==> src/rtl/ptq_pkg.sv <==
`timescale 1ns / 1ps
`default_nettype none

package ptq_pkg;

    // Command codes
    localparam logic [1:0] CMD_ENQ = 2'd0;
    localparam logic [1:0] CMD_REM = 2'd1;
    localparam logic [1:0] CMD_POP = 2'd2;
    localparam logic [1:0] CMD_NOP = 2'd3;

    // Status codes
    localparam logic [2:0] ST_OK       = 3'd0;
    localparam logic [2:0] ST_DUP      = 3'd1;
    localparam logic [2:0] ST_NOTFOUND = 3'd2;
    localparam logic [2:0] ST_EMPTY    = 3'd3;
    localparam logic [2:0] ST_FULL     = 3'd4;

    // Request and result payloads
    typedef struct packed {
        logic [1:0]  cmd;
        logic [15:0] task_id;
        logic [15:0] priority_req;
    } t_req;

    typedef struct packed {
        logic [15:0] out_task_id;
        logic [15:0] out_priority;
        logic [2:0]  status;
    } t_rsp;

    // One stored queue entry (stamp in the top word)
    typedef struct packed {
        logic [31:0] stamp;
        logic [15:0] pri;
        logic [15:0] id;
    } t_entry;

    localparam int ENTRY_W = $bits(t_entry);

    // Compare unit operating mode
    typedef enum logic {
        CMP_MATCH,
        CMP_ORDER
    } t_cmp_mode;

endpackage

`default_nettype wire

==> src/rtl/priority_task_queue.sv <==
`timescale 1ns / 1ps
`default_nettype none

// Bounded priority queue of (task id, priority) entries.
// Request channel: drive i_req and raise start; the request is taken at a
// clock edge where start is high and busy is low. busy then stays high
// until the request is finished.
// Result channel: o_valid pulses for one cycle with o_rsp; there is no
// back-pressure, the receiver must take it in that cycle.
// Commands: enqueue (duplicate id or full queue reported in status),
// remove by id, pop highest priority (oldest first among equals).
// Work, N = entries held: each request except the unused command scans
// the N stored entries one per cycle through a single read port of the
// entry RAM and one shared compare unit. Enqueue answers after the scan;
// remove hit or pop then reads the last entry and writes it to the freed slot.
// Misses, empty pop and an empty queue skip work and finish sooner.
// A new request can be taken in the cycle the result is shown.
// Reset (synchronous, active low) empties the queue and clears the arrival
// stamp; the entry RAM is not cleared and needs no clearing pass.
module priority_task_queue #(
    parameter int CAPACITY = 16
) (
    input  wire logic          i_clk,
    input  wire logic          i_rst_n,
    input  wire logic          start,
    input  wire ptq_pkg::t_req i_req,
    output logic               busy,
    output logic               o_valid,
    output ptq_pkg::t_rsp      o_rsp
);
    import ptq_pkg::*;

    localparam int IW = $clog2(CAPACITY);
    localparam int CW = $clog2(CAPACITY + 1);
    localparam logic [CW-1:0] CAP_C = CW'(CAPACITY);

    typedef enum logic [2:0] {
        S_IDLE,
        S_SCAN,
        S_POST,
        S_MOVE_RD,
        S_MOVE_WR
    } t_state;

    t_state        r_state;
    logic [1:0]    r_cmd;
    logic [15:0]   r_id;
    logic [15:0]   r_pri;
    logic [CW-1:0] r_count;
    logic [31:0]   r_stamp;
    logic [CW-1:0] r_idx;
    logic          r_dv;
    logic [IW-1:0] r_didx;
    logic          r_found;
    logic [IW-1:0] r_kidx;
    t_entry        r_best;
    logic          r_valid;
    t_rsp          r_rsp;

    logic          w_issue;
    logic [CW-1:0] w_last_idx;
    logic          w_last_data;
    logic          w_enq_ok;
    logic          w_we;
    logic [IW-1:0] w_waddr;
    t_entry        w_wdata;
    logic [IW-1:0] w_raddr;
    t_entry        w_rdata;
    t_cmp_mode     w_mode;
    logic          w_hit;

    // Scan and RAM port control
    assign w_issue     = (r_state == S_SCAN) && (r_idx < r_count);
    assign w_last_idx  = r_count - CW'(1);
    assign w_last_data = r_dv && (r_didx == w_last_idx[IW-1:0]);
    assign w_enq_ok    = (r_state == S_POST) && (r_cmd == CMD_ENQ) && !r_found
                         && (r_count != CAP_C);
    assign w_we        = w_enq_ok || (r_state == S_MOVE_WR);
    assign w_raddr     = (r_state == S_MOVE_RD) ? w_last_idx[IW-1:0] : r_idx[IW-1:0];
    assign w_mode      = (r_cmd == CMD_POP) ? CMP_ORDER : CMP_MATCH;

    always_comb begin
        if (r_state == S_MOVE_WR) begin
            w_waddr = r_kidx;
            w_wdata = w_rdata;
        end else begin
            w_waddr = r_count[IW-1:0];
            w_wdata = '{stamp: r_stamp, pri: r_pri, id: r_id};
        end
    end

    ptq_ram #(
        .WIDTH (ENTRY_W),
        .DEPTH (CAPACITY)
    ) u_ram (
        .i_clk   (i_clk),
        .i_we    (w_we),
        .i_waddr (w_waddr),
        .i_wdata (w_wdata),
        .i_raddr (w_raddr),
        .o_rdata (w_rdata)
    );

    ptq_cmp u_cmp (
        .i_mode   (w_mode),
        .i_cand   (w_rdata),
        .i_best   (r_best),
        .i_key_id (r_id),
        .o_hit    (w_hit)
    );

    // Sequencer
    always_ff @(posedge i_clk) begin
        if (!i_rst_n) begin
            r_state <= S_IDLE;
            r_count <= '0;
            r_stamp <= '0;
            r_valid <= 1'b0;
            r_dv    <= 1'b0;
            r_found <= 1'b0;
        end else begin
            r_valid <= 1'b0;
            case (r_state)
                S_IDLE: begin
                    if (start) begin
                        r_cmd   <= i_req.cmd;
                        r_id    <= i_req.task_id;
                        r_pri   <= i_req.priority_req;
                        r_idx   <= '0;
                        r_dv    <= 1'b0;
                        r_found <= 1'b0;
                        if (i_req.cmd == CMD_ENQ) begin
                            r_stamp <= r_stamp + 32'd1;
                        end
                        if (r_count == '0 || i_req.cmd == CMD_NOP) begin
                            r_state <= S_POST;
                        end else begin
                            r_state <= S_SCAN;
                        end
                    end
                end
                S_SCAN: begin
                    // one read issued and one entry compared per cycle
                    if (w_issue) begin
                        r_idx <= r_idx + CW'(1);
                    end
                    r_dv   <= w_issue;
                    r_didx <= r_idx[IW-1:0];
                    if (r_dv) begin
                        if (r_cmd == CMD_POP) begin
                            if (r_didx == '0 || w_hit) begin
                                r_best  <= w_rdata;
                                r_kidx  <= r_didx;
                                r_found <= 1'b1;
                            end
                        end else if (w_hit && !r_found) begin
                            r_best  <= w_rdata;
                            r_kidx  <= r_didx;
                            r_found <= 1'b1;
                        end
                    end
                    if (w_last_data) begin
                        r_state <= S_POST;
                    end
                end
                S_POST: begin
                    case (r_cmd)
                        CMD_ENQ: begin
                            r_rsp.out_task_id  <= r_id;
                            r_rsp.out_priority <= r_pri;
                            if (r_found) begin
                                r_rsp.status <= ST_DUP;
                            end else if (r_count == CAP_C) begin
                                r_rsp.status <= ST_FULL;
                            end else begin
                                r_rsp.status <= ST_OK;
                            end
                            if (w_enq_ok) begin
                                r_count <= r_count + CW'(1);
                            end
                            r_valid <= 1'b1;
                            r_state <= S_IDLE;
                        end
                        CMD_REM: begin
                            r_rsp.out_task_id <= r_id;
                            if (r_found) begin
                                r_rsp.out_priority <= r_best.pri;
                                r_rsp.status       <= ST_OK;
                                r_state            <= S_MOVE_RD;
                            end else begin
                                r_rsp.out_priority <= '0;
                                r_rsp.status       <= ST_NOTFOUND;
                                r_valid            <= 1'b1;
                                r_state            <= S_IDLE;
                            end
                        end
                        CMD_POP: begin
                            if (r_count == '0) begin
                                r_rsp.out_task_id  <= '0;
                                r_rsp.out_priority <= '0;
                                r_rsp.status       <= ST_EMPTY;
                                r_valid            <= 1'b1;
                                r_state            <= S_IDLE;
                            end else begin
                                r_rsp.out_task_id  <= r_best.id;
                                r_rsp.out_priority <= r_best.pri;
                                r_rsp.status       <= ST_OK;
                                r_state            <= S_MOVE_RD;
                            end
                        end
                        default: begin
                            r_rsp   <= '0;
                            r_valid <= 1'b1;
                            r_state <= S_IDLE;
                        end
                    endcase
                end
                S_MOVE_RD: begin
                    // last entry is being read for the freed slot
                    r_state <= S_MOVE_WR;
                end
                S_MOVE_WR: begin
                    r_count <= w_last_idx;
                    r_valid <= 1'b1;
                    r_state <= S_IDLE;
                end
                default: begin
                    r_state <= S_IDLE;
                end
            endcase
        end
    end

    assign busy    = (r_state != S_IDLE);
    assign o_valid = r_valid;
    assign o_rsp   = r_rsp;

endmodule

`default_nettype wire

==> src/rtl/ptq_ram.sv <==
`timescale 1ns / 1ps
`default_nettype none

module ptq_ram #(
    parameter int WIDTH = 64,
    parameter int DEPTH = 16
) (
    input  wire logic                     i_clk,
    input  wire logic                     i_we,
    input  wire logic [$clog2(DEPTH)-1:0] i_waddr,
    input  wire logic [WIDTH-1:0]         i_wdata,
    input  wire logic [$clog2(DEPTH)-1:0] i_raddr,
    output logic      [WIDTH-1:0]         o_rdata
);

    logic [WIDTH-1:0] r_mem [DEPTH];

    // One write port, one registered read port
    always_ff @(posedge i_clk) begin
        if (i_we) begin
            r_mem[i_waddr] <= i_wdata;
        end
        o_rdata <= r_mem[i_raddr];
    end

endmodule

`default_nettype wire

==> src/rtl/ptq_cmp.sv <==
`timescale 1ns / 1ps
`default_nettype none

module ptq_cmp (
    input  wire ptq_pkg::t_cmp_mode i_mode,
    input  wire ptq_pkg::t_entry    i_cand,
    input  wire ptq_pkg::t_entry    i_best,
    input  wire logic [15:0]        i_key_id,
    output logic                    o_hit
);
    import ptq_pkg::*;

    logic w_order;

    // Candidate leaves before best: higher priority, then older stamp, then lower id
    always_comb begin
        if (i_cand.pri != i_best.pri) begin
            w_order = i_cand.pri > i_best.pri;
        end else if (i_cand.stamp != i_best.stamp) begin
            w_order = i_cand.stamp < i_best.stamp;
        end else begin
            w_order = i_cand.id < i_best.id;
        end
    end

    // Shared result: id match for lookups, ordering for pop
    always_comb begin
        case (i_mode)
            CMP_MATCH: o_hit = (i_cand.id == i_key_id);
            CMP_ORDER: o_hit = w_order;
            default:   o_hit = 1'b0;
        endcase
    end

endmodule

`default_nettype wire

==> config.mk <==
export PLATFORM = sky130hd
export DESIGN_NAME = priority_task_queue
export DESIGN_NICKNAME = d
export VERILOG_FILES = /design/src/rtl/ptq_pkg.sv /design/src/rtl/priority_task_queue.sv /design/src/rtl/ptq_ram.sv /design/src/rtl/ptq_cmp.sv
export SDC_FILE = /design/constraint.sdc
export NUM_CORES = 2
export LEC_CHECK = 0
export BUFFER_PORTS_ARGS = -buffer_cell sky130_fd_sc_hd__buf_2
export CORE_ASPECT_RATIO = 0.7
export CORE_MARGIN = 2
export CORE_UTILIZATION = 57
export DETAILED_ROUTE_END_ITERATION = 7
export PLACE_DENSITY = 0.82
export SYNTH_ARGS = -nofsm -noshare
export SYNTH_HDL_FRONTEND = slang
export SYNTH_SLANG_ARGS = --single-unit
==> constraint.sdc <==
create_clock -name i_clk -period 5.25 [get_ports i_clk]
set_input_delay 0.7875 -clock i_clk [delete_from_list [all_inputs] [get_ports i_clk]]
set_output_delay 0.7875 -clock i_clk [all_outputs]
set_load 0.005 [all_outputs]
==> results_dict.tcl <==
set metrics [dict create \
    fmax_mhz 262 \
    finalPower_mw 25.9 \
    synth_edf_count 1170 \
    startpoint "r_best[47]$_DFFE_PP_" \
    synth_cell_types 55 \
    cp-end-kind "flip-flop" \
    post-route-period-util_pct 72.7 \
    period_minus_slack_ps 3820 \
    dieArea_sq_um 92500 \
    grt_pass1_vias 30400 \
    required_ps 5620 \
    syn_avg_cell_area_sq_um 13.6 \
    syn_area_sq_um 51400 \
    place_inst 4851 \
    synth_common_cells "1170 x edfxtp_1, 728 x nand2_1, 326 x a211oi_1" \
    clock-sinks 1277 \
    nFillCells 6114 \
    internal_power_mw 18.1 \
    clock_latency_ps 700 \
    portBuffers 73 \
    place_hpwl_mm 63.8 \
    slew-limit-headroom_pct 15.9 \
    cp_data_arrival_time_ps 4180 \
    synth.most_common_cell "edfxtp_1" \
    reg2reg_from "r_best[47]$_DFFE_PP_" \
    async_reset_ff_share_pct 0 \
    num_rows 92 \
    drv_slew 0 \
    power_switching_mw 7.74 \
    area_growth_syn_to_layout_pct 10.4 \
    grt_pass1_wl_mm 183 \
    cpMaxStageDelayCell "o31a_2" \
    cts_tree "done" \
    hold_buffers 0 \
    grt_max_degree 213 \
    cp_max_fo 45 \
    vias_per_cell 6.36 \
    initial_core_util_pct 57.3 \
    grt_remaining_overflow 0 \
    fin_setup_tns_ps 0 \
    syn_nets 3899 \
    p_clk_share_pct 31.6 \
    rsz0062_at_grt "false" \
    synth_flop_cell "edfxtp_1" \
    slowest_delay_ps 700 \
    setup_viol 0 \
    synth-seq-area-share_pct 72.6 \
    top_level_ports 74 \
    clock_path_buffers 3 \
    synth_area_leaders "edfxtp_1 68%, nand2_1 5.3%, a211oi_1 4.8%, dfxtp_1 4.2%, a311oi_1 2.2%" \
    regToRegEndpoint "r_best[30]$_DFFE_PP_" \
    ctsResizeCount 0 \
    tightest_slew_ps 1250 \
    synthCells 3787 \
    synth_top_area_share_pct 68.4 \
    gp_congestion 0.856 \
    leakage_nw 18.5 \
    cts.clk_slew.worst_paths_ps 70 \
    switching_share_pct 29.9 \
    nets 3901 \
    instances_no_fill 5063 \
    endpoint "r_best[30]$_DFFE_PP_" \
    track_usage_pct 25.9 \
    firstDrtPassIters 6 \
    holdWs_ps 259 \
    status "complete, no violations" \
    cts_max_level 3 \
    route.detailed.drc 0 \
    dp_slack_ps 1500 \
    synth_area_leader_cell "edfxtp_1" \
    cap_violations 0 \
    die_h_um 255 \
    yosysWarnings 0 \
    cp_cell_sequence "inv_1, ha_1, nand4_2, or4_1, or4b_1, nor4_1, o31a_2, buf_12" \
    max-vdd-ir-drop_uv 551 \
    root_buffer "clkbuf_16" \
    post_cts.repair.setup_buffers 0 \
    antenna_found_initial 1 \
    critPathLaunchType "flip-flop" \
    drtAntennaViolNets 0 \
    worst_r2r_path_depth 8 \
    drt-total-wl_mm 122 \
    die_w_um 363 \
    finalHoldViolCount 0 \
    cts_made_buffers 111 \
    hold_path_class "input pin to flip-flop" \
    drive_gt1_share_pct 8.57 \
    synth-seq-cells 1277 \
    layout_setup_ws_ps 1430 \
    wl_per_cell_um 24.1 \
    seq_power_share_pct 47.5 \
    ff2ff_setup_slack_ps 1430 \
    combPwrFrac_pct 20.8 \
    core_area_sq_um 89700 \
    drt-initial-drc-count 4964 \
    critPathKind "flip-flop to flip-flop" \
    vias 32200 \
    power_density_nw_per_um2 456 \
    fin_skew_ps 45.5 \
]
stage by stage:
step | util, % | instance area [sq um]
4_1_cts | 63.2 | 56700
5_1_grt | 63.2 | 56700
3_3_place_gp | 59.2 | 53100
3_5_place_dp | 59.2 | 53100
6_report | 63.2 | 56700
2_1_floorplan | - | 51400
layout by cell type, fill, tap and decap left out, types with 20 or more instances in the layout:
cell type,synthesis,layout
a211oi_1,326,326
a21oi_1,167,166
a22oi_1,34,34
a311oi_1,129,129
a31oi_1,134,134
and2_0,107,107
and2_1,157,155
buf_12,0,20
buf_2,78,73
buf_4,2,46
clkbuf_1,149,26
clkbuf_16,0,111
clkinv_1,0,24
clkinv_2,0,21
dfxtp_1,107,107
edfxtp_1,1170,1170
ha_1,75,75
inv_1,80,80
nand2_1,728,727
nand3_1,37,37
nor2_1,105,88
xnor2_1,31,31
cell type report:
class / instances / area [sq um] / share of cell area [%]
tap: 1175 / 1470 / 2.59
multi-input combinational: 2180 / 12900 / 22.8
inverter: 80 / 300 / 0.529
clock buffer: 144 / 2970 / 5.24
sequential: 1277 / 37300 / 65.7
timing repair buffer: 139 / 1110 / 1.96
antenna: 1 / 2.50 / 0.00441
clock inverter: 67 / 671 / 1.18
critical path: cells and delay by family (launching register included):
| kind | cells | cell delay (ps) |
|---|---|---|
| buffers and inverters | 2 | 390 |
| adder cells (fa/ha/maj) | 1 | 310 |
| AO/OA/AOI/OAI | 1 | 700 |
| flip-flops | 1 | 350 |
| AND/OR/NAND/NOR | 4 | 1640 |
worst min path at each step:
stage / from / end / cells past startpoint
detailed placement: u_ram.o_rdata[16]$_DFF_P_ / r_best[16]$_DFFE_PP_ / 0
floorplan: u_ram.o_rdata[16]$_DFF_P_ / r_best[16]$_DFFE_PP_ / 0
global placement: u_ram.o_rdata[40]$_DFF_P_ / r_best[40]$_DFFE_PP_ / 0
global route: i_req[30] / r_id[14]$_DFFE_PP_ / 1
finish: i_req[1] / r_pri[1]$_DFFE_PP_ / 1
CTS: i_req[30] / r_id[14]$_DFFE_PP_ / 1
layer usage:
layer	GRT usage (%)	up-vias	wire length [um]
met5	0	-	13
met4	7.24	2	2930
met3	5.28	232	14100
met2	39.7	1934	55200
met1	38.1	15800	49600
li1	-	14200	-
sequential cells by signal, summed over array words and instances, names as in the netlist:
name / cells
r_stamp: 32
r_dv: 1
r_id: 16
r_found: 1
r_didx: 4
r_count: 5
r_state: 3
r_kidx: 4
u_ram.r_mem: 1024
r_pri: 16
r_best: 64
u_ram.o_rdata: 64
r_cmd: 2
o_valid: 1
o_rsp: 35
r_idx: 5
power by group through the flow:
| stage | clock [mW] | sequential, mW | combinational, mW |
|---|---|---|---|
| floorplan | 0 | 12.3 | 3.79 |
| finish | 8.17 | 12.3 | 5.39 |
| CTS | 8.22 | 12.3 | 5.30 |
| global placement | 0 | 12.5 | 5.04 |
| global route | 8.62 | 12.3 | 5.89 |
| detailed placement | 0 | 12.5 | 5.23 |
logic make-up after synthesis:
| family | share of synthesized area, % |
|---|---|
| AOI/OAI and AO/OA | 11.4 |
| xor gates and xnor gates | 0.853 |
| adders and majority gates | 1.83 |
| buffers and inverters | 2.62 |
| DFF | 72.6 |
| muxes | 0.0633 |
| and+or+nand+nor | 10.7 |
No activity file was read; power rests on OpenSTA's default activity.
